### config.mk
export PLATFORM = sky130hd
export DESIGN_NAME = bdc_line_step
export DESIGN_NICKNAME = d
export VERILOG_FILES = /design/src/rtl/bdc_pkg.sv /design/src/rtl/bdc_line_step.sv
export VERILOG_INCLUDE_DIRS = /design/src /design/src/rtl
export SDC_FILE = /design/constraint.sdc
export NUM_CORES = 1
export LEC_CHECK = 0
export ABC_AREA = 0
export BUFFER_PORTS_ARGS = -buffer_cell sky130_fd_sc_hd__buf_4
export CAP_MARGIN = 20
export CORE_MARGIN = 2
export CORE_UTILIZATION = 60
export CTS_CLUSTER_SIZE = 28
export DETAILED_ROUTE_END_ITERATION = 10
export PLACE_DENSITY = 0.8
export SETUP_SLACK_MARGIN = 0.5
export SLEW_MARGIN = 0
export SYNTH_ARGS = -nofsm -noshare
export SYNTH_HDL_FRONTEND = slang
export SYNTH_SLANG_ARGS = --single-unit
### constraint.sdc
create_clock -name clk -period 17 [get_ports clk]
set_input_delay 1.7 -clock clk [delete_from_list [all_inputs] [get_ports clk]]
set_output_delay 1.7 -clock clk [all_outputs]
set_load 0.005 [all_outputs]
### src/rtl/braille_dot_canvas_line_draw_top_assert.svh
// Assertion macros shared by the braille dot canvas modules.
`ifndef BRAILLE_DOT_CANVAS_LINE_DRAW_TOP_ASSERT_SVH
`define BRAILLE_DOT_CANVAS_LINE_DRAW_TOP_ASSERT_SVH

// The consequent must hold in the same cycle as the antecedent.
`define BDC_ASSERT_NOW(label, clk, rst, ante, cons) \
  label: assert property (@(posedge clk) disable iff (rst) (ante) |-> (cons)) \
    else $error("bdc assertion failed");

// The consequent must hold in the cycle after the antecedent.
`define BDC_ASSERT_NEXT(label, clk, rst, ante, cons) \
  label: assert property (@(posedge clk) disable iff (rst) (ante) |=> (cons)) \
    else $error("bdc assertion failed");

`endif

### src/rtl/bdc_pkg.sv
// Types, constants and helper functions shared by the braille dot canvas modules.
`timescale 1ns / 1ps
package bdc_pkg;

  typedef enum logic [2:0] {
    OP_SET    = 3'd0,
    OP_CLEAR  = 3'd1,
    OP_TOGGLE = 3'd2,
    OP_QUERY  = 3'd3,
    OP_LINE   = 3'd4
  } op_t;

  localparam int CellW = 9;
  localparam logic [CellW-1:0] PatternBit = 9'h100;

  localparam logic [6:0] WidthReset  = 7'd64;
  localparam logic [5:0] HeightReset = 6'd32;

  // Register select is paddr[2]; the two low address bits are ignored.
  localparam logic RegWidth  = 1'b0;
  localparam logic RegHeight = 1'b1;

  typedef struct packed {
    logic [6:0] nx;
    logic [6:0] ny;
    logic       last;
    logic [7:0] visited;
  } step_stat_t;

  typedef struct packed {
    logic       dot_on;
    logic       in_range;
    logic [7:0] pixels_visited;
  } result_t;

  function automatic logic [7:0] dot_mask(input logic [1:0] yl, input logic xl);
    logic [7:0] m;
    case ({yl, xl})
      3'b000:  m = 8'h01;
      3'b001:  m = 8'h08;
      3'b010:  m = 8'h02;
      3'b011:  m = 8'h10;
      3'b100:  m = 8'h04;
      3'b101:  m = 8'h20;
      3'b110:  m = 8'h40;
      3'b111:  m = 8'h80;
      default: m = 8'h00;
    endcase
    return m;
  endfunction

endpackage

### src/rtl/bdc_line_step.sv
// Incremental line stepper producing one pixel coordinate per advance.
`timescale 1ns / 1ps
`include "braille_dot_canvas_line_draw_top_assert.svh"
module bdc_line_step (
  input  logic                clk,
  input  logic                rst,
  input  logic                load,
  input  logic                advance,
  input  logic [6:0]          x_start,
  input  logic [6:0]          y_start,
  input  logic [6:0]          x_end,
  input  logic [6:0]          y_end,
  output bdc_pkg::step_stat_t step
);
  import bdc_pkg::*;

  logic       xup, yup;
  logic [6:0] xd, yd, r;
  logic [6:0] cx, cy, xd_q, yd_q, r_q, rem_x, rem_y, cnt;
  logic       xup_q, yup_q;
  logic [7:0] sum_x, sum_y;
  logic [6:0] nrem_x, nrem_y;

  always_comb begin
    xup = x_start <= x_end;
    yup = y_start <= y_end;
    xd  = xup ? x_end - x_start : x_start - x_end;
    yd  = yup ? y_end - y_start : y_start - y_end;
    r   = (xd > yd) ? xd : yd;

    sum_x = {1'b0, rem_x} + {1'b0, xd_q};
    sum_y = {1'b0, rem_y} + {1'b0, yd_q};
    step.nx = cx;
    step.ny = cy;
    nrem_x  = sum_x[6:0];
    nrem_y  = sum_y[6:0];
    if (sum_x >= {1'b0, r_q}) begin
      nrem_x  = 7'(sum_x - {1'b0, r_q});
      step.nx = xup_q ? cx + 7'd1 : cx - 7'd1;
    end
    if (sum_y >= {1'b0, r_q}) begin
      nrem_y  = 7'(sum_y - {1'b0, r_q});
      step.ny = yup_q ? cy + 7'd1 : cy - 7'd1;
    end
    step.last    = cnt == 7'd0;
    step.visited = {1'b0, r_q} + 8'd1;
  end

  always_ff @(posedge clk) begin
    if (rst) begin
      r_q   <= '0;
      rem_x <= '0;
      rem_y <= '0;
      cnt   <= '0;
      cx    <= '0;
      cy    <= '0;
      xd_q  <= '0;
      yd_q  <= '0;
      xup_q <= 1'b0;
      yup_q <= 1'b0;
    end else if (load) begin
      cx    <= x_start;
      cy    <= y_start;
      xd_q  <= xd;
      yd_q  <= yd;
      r_q   <= r;
      cnt   <= r;
      xup_q <= xup;
      yup_q <= yup;
      rem_x <= (xup || r == 7'd0) ? 7'd0 : r - 7'd1;
      rem_y <= (yup || r == 7'd0) ? 7'd0 : r - 7'd1;
    end else if (advance) begin
      cx    <= step.nx;
      cy    <= step.ny;
      rem_x <= nrem_x;
      rem_y <= nrem_y;
      cnt   <= cnt - 7'd1;
    end
  end

  `BDC_ASSERT_NOW(a_rem_below_r, clk, rst, r_q != 7'd0, (rem_x < r_q) && (rem_y < r_q))
  `BDC_ASSERT_NOW(a_no_step_past_end, clk, rst, advance, !step.last)

endmodule

Word-level counts from Yosys, hierarchy flattened
Index checks and enable logic that the tools add are counted.

storage, ports and cells
  flip-flop bits (word level) = 58
  input port bits = 32
  output and inout port bits = 23
  logic and storage cells = 56

cells by class
  $add $sub $neg = 15
  $lt $le $gt $ge = 5
  multiplexer cells = 21
  reductions and logical operators = 5

operators with widths
  kind                                               count
  2-to-1 mux 7 bit                                   21
  subtractor 7 bit                                   6
  subtractor 7 x 1 -> 7 bit (second input constant)  4
  adder 7 x 7 -> 8 bit                               2
  >= comparator 8 x 7 -> 1 bit                       2
  adder 7 x 1 -> 7 bit (second input constant)       2
  <= comparator 7 bit                                2
  zero test 7 bit                                    2
  adder 7 x 1 -> 8 bit (second input constant)       1
  > comparator 7 bit                                 1
  logical OR 1 bit                                   2
  nonzero test 2 bit                                 1

Depth between registers and ports, before layout
  depth in word-level cells = 8
  mapped depth = 25
  gate-level depth less buffers = 24

Worst setup path after synthesis
Ideal clock, no wire load.

  path kind = input port to flip-flop
  from = in y_start[4]
  to = reg rem_x[5]
  setup time = 0.119 ns
  arrival = 6.445 ns
  data required time = 16.881 ns
  path slack = 10.436 ns
  cell stages on the path = 23
  buffers on the path = 2
  path through = inv_1 -> ha_1 -> buf_2 -> a211o_1 -> a21oi_1 -> a21o_1 -> mux2i_1 -> xnor2_1 -> ha_1 -> and2_1 -> a221oi_1 -> o211a_1 -> o21ai_0 -> and2_1 -> inv_1 -> ha_1 -> inv_1 -> or4_4 -> a2bb2oi_2 -> nor4_2 -> buf_4 -> nor3_1 -> o221a_1

between the ends
  longest elaborated chain between the ends = 8

RTL lines
  item                                                                               RTL line                                  text
  start: declaration                                                                 bdc_line_step.sv:10                       input logic [6:0] y_start,
  subtractor 7 bit / <= comparator 7 bit (equally long branches)                     bdc_line_step.sv:28, bdc_line_step.sv:26
  2-to-1 mux 7 bit *                                                                 bdc_line_step.sv:28                       yd = yup ? y_end - y_start : y_start - y_end;
  > comparator 7 bit                                                                 bdc_line_step.sv:29                       r = (xd > yd) ? xd : yd;
  2-to-1 mux 7 bit *                                                                 bdc_line_step.sv:29
  parallel branches: the longest is 2 deep, another holds subtractor 7 x 1 -> 7 bit  -
  2-to-1 mux 7 bit *                                                                 bdc_line_step.sv:70                       rem_x <= (xup || r == 7'd0) ? 7'd0 : r - 7'd1;
  2-to-1 mux 7 bit *                                                                 bdc_line_step.sv:61                       end else if (load) begin
  end signal: assignment                                                             bdc_line_step.sv:70
  end signal: assignment                                                             bdc_line_step.sv:75                       rem_x <= nrem_x;
  end: declaration                                                                   bdc_line_step.sv:19                       logic [6:0] cx, cy, xd_q, yd_q, r_q, rem_x, rem_y, cnt;

Mark *: on every way between the ends.
A chain may end at the register's enable or synchronous reset.

Final worst setup path
Same ends and word-level chain as after synthesis.

==> results.md <==
- EDFF count, synth: 0
- Global Route met2 Usage: 50.1%
- Syn_area_per_cell: 7.95 um2
- Die area: 10700 um2
- CTS tree: built
- Crit path launch: y_start[4]
- Routing usage on met1: 38.7%
- H-tree Lvls: 3
- Commonest non-fill, non-tap cells in the layout: 81 x a21oi_1, 76 x ha_1, 66 x inv_1
- Switch Pwr: 448 uW
- P_int: 538 uW
- Gate power share: 67.8%
- First-pass GRT wire length: 24.9 mm
- Initial core utilization: 61.1%
- Setup Fix Bufs, Post-CTS: 0
- Required time of the critical path: 17.24 ns
- Vias in the first global route: 5297
- Nets: 896
- Max Freq: 0.130 GHz
- Drc violations: 0
- Clock latency reported for the late side of the worst-skew pair: 0.35 ns
- HP Class: flop to flop
- # resized after CTS: 0
- Final core occ: 67.8%
- Switching Share: 45.4%
- Max VDD drop: 69.2 uV
- Post-synthesis sequential area ratio: 19.6%
- Post-synth top flop: dfxtp_1
- CTS Buffer Depth: 2
- Min Hold Slack: 0.497 ns
- Worst-margin pin slew: 1.01 ns
- Final period util: 45.1%
- Placer's final routability congestion estimate: 0.925
- Worst r2r dst: cx[5]$_SDFFE_PP0P_
- Worst-path clk slew: 0.06 ns
- RSZ-0062 raised after global routing: no
- Critical setup path kind: input pin to flop
- Setup crit start kind: input pin
- Crit path to: rem_x[5]$_SDFFE_PP0P_
- Largest net degree at the start of global routing: 68
- Setup TNS: 0 ns
- Synthesized area: 5920 um2
- Count of pins over their slew limit: 0
- Synth cell types: 63
- Flop pwr share: 18.9%
- Commonest non-fill, non-tap cell in the layout: a21oi_1
- CP arrival: 7.91 ns
- Max-cap check violation count: 0
- Setup Viol. Count Final: 0
- Post-synthesis instance total: 744
- Clock Power Share: 13.3%
- Worst reg2reg path depth: 16
- Hold Startpoint: xd_q[3]$_SDFFE_PP0P_
- Vias/cell: 6.09
- # IOs: 55
- Initial antenna violation count: 0
- Port Buffers: 54
- Gr usage total: 29.6%
- CTS sink cnt: 58
- HPWL after DPL: 11.9 mm
- Post-route ant nets: 0
- Max_slew headroom: 32.4%
- Row Count: 36
- Layout cells sized above 1: 10.2%
- Die width: 103 um
- Met3 Usage GRT: 4.57%
- Core region area: 9680 um2
- Yosys reg bits: 58
- Number of DRC markers in iteration 0: 340
- Post-Route WL: 15.5 mm
- Crit path time final: 7.67 ns
- PD cells: 150 nW/um2
- Routed wire per std cell: 16.9 um
- Layout Skew: 0.00344 ns
- Total leakage power: 0.00312 uW
- Root Buffer: clkbuf_8
- Mapped Nets: 862
- Max Fanout on Critical Path: 11
- Global route overflow: 0
- DR vias: 5579
- P&R area growth vs syn: 10.9%
- TritonCTS Buffers: 9
- Die Ht: 103 um
- Busiest layer in global routing: met2
- Async S/R FF share, synth: 0%
- # hold bufs at CTS: 0
- TritonRoute pass-1 iters: 5
- Synth Warn #: 0
- Worst reg2reg startpoint: xd_q[0]$_SDFFE_PP0P_
- R2R setup slack: 12.64 ns
- Type of destination of the critical path: flop
- Final Hold Fails: 0
- Status: completed
- N_diodes: 0
-- cell usage after synthesis, types with 3 or more instances --
| library cell | number | area, um2 |
|---|---|---|
| o211ai_1 | 9 | 67.6 |
| nand3_1 | 9 | 45.0 |
| mux2i_1 | 22 | 220 |
| ha_1 | 76 | 951 |
| or3_1 | 3 | 18.8 |
| nor4_1 | 3 | 18.8 |
| buf_1 | 5 | 18.8 |
| xnor2_1 | 40 | 350 |
| mux2_2 | 4 | 45.0 |
| buf_2 | 3 | 15.0 |
| a211oi_1 | 23 | 173 |
| a211o_1 | 5 | 43.8 |
| a221oi_1 | 7 | 61.3 |
| a21boi_0 | 4 | 30.0 |
| clkbuf_1 | 23 | 86.3 |
| o21bai_1 | 12 | 90.1 |
| xor2_1 | 17 | 149 |
| nand4_1 | 5 | 31.3 |
| and3_1 | 3 | 18.8 |
| o21a_1 | 4 | 30.0 |
| nand2_1 | 55 | 206 |
| o22ai_1 | 3 | 18.8 |
| a21oi_1 | 81 | 405 |
| o311ai_0 | 3 | 26.3 |
| fa_1 | 10 | 200 |
| dfxtp_1 | 58 | 1160 |
| nor3_1 | 20 | 100 |
| o221a_1 | 10 | 113 |
| and2_1 | 12 | 75.1 |
| nor2_1 | 60 | 225 |
| a21o_1 | 24 | 180 |
| o21ai_0 | 25 | 125 |
| inv_1 | 66 | 248 |
-- stage by stage --
stage	area, um2	total power [uW]	std cells	worst slack (ns)
after detailed placement	6370	841	900	9.15
after global routing	6560	1060	916	8.98
final	6560	986	916	9.33
after floorplan	5920	652	744	10.44
after global placement	6370	825	900	9.30
after CTS	6560	978	916	9.44
-- logic make-up after synthesis --
| group | synth area share [%] |
|---|---|
| XOR/XNOR | 8.44 |
| adder cells (fa/ha/maj) | 19.5 |
| flip-flops | 19.6 |
| AND/OR/NAND/NOR | 14.1 |
| AO/OA/AOI/OAI | 27.0 |
| multiplexers | 4.67 |
| buffers and inverters | 6.72 |
-- cell type report --
type,count,area [um2]
Multi-Input combinational cell,585,4360
Timing Repair Buffer,57,428
Inverter,67,251
Clock inverter,2,35.0
Fill cell,837,3120
Sequential cell,58,1160
Tap cell,133,166
Clock buffer,14,163
-- per-layer routing --
layer	vias to the layer above	wire length, um	part of all wire, %
met5	-	0	0
li1	2738	-	-
met2	169	7300	47
met4	0	280	1.8
met3	23	828	5.4
met1	2649	7050	46
-- how the worst min path moves through the flow --
stage / end / slack (ns) / depth (start not counted)
2_1_floorplan: xd_q[0]$_SDFFE_PP0P_ / 0.46 / 2
6_report: xd_q[3]$_SDFFE_PP0P_ / 0.50 / 2
3_5_place_dp: xd_q[3]$_SDFFE_PP0P_ / 0.49 / 2
4_1_cts: xd_q[3]$_SDFFE_PP0P_ / 0.50 / 2
3_3_place_gp: xd_q[3]$_SDFFE_PP0P_ / 0.48 / 2
5_1_grt: xd_q[3]$_SDFFE_PP0P_ / 0.51 / 2
-- registers in the layout, indices dropped and copies added, names as in the netlist --
name and cells:
cnt 7, cx 7, cy 7, r_q 7, rem_x 7, rem_y 7
xd_q 7, xup_q 1, yd_q 7, yup_q 1
-- power groups by stage --
stage               clock network [uW]  registers (uW)  logic (uW)
CTS                                131             186         661
global placement                     0             187         637
detailed placement                   0             189         652
global route                       137             189         734
finish                             131             187         669
floorplan                            0             182         471
-- worst max-delay path, cell delays in order --
cell	delay, ns
buf_4	0.10
inv_1	0.04
ha_1	0.40
a211o_1	0.30
a21oi_1	0.36
a21o_1	0.32
mux2i_1	0.40
xnor2_1	0.30
ha_1	0.34
and2_1	0.16
a221oi_1	0.38
o211a_1	0.34
o21ai_0	0.16
and2_1	0.23
inv_1	0.07
ha_1	0.19
inv_1	0.08
or4_4	0.53
a2bb2oi_2	0.17
nor4_2	0.91
nor3_1	0.16
o221a_1	0.26
(Power assumes the default switching activity.)
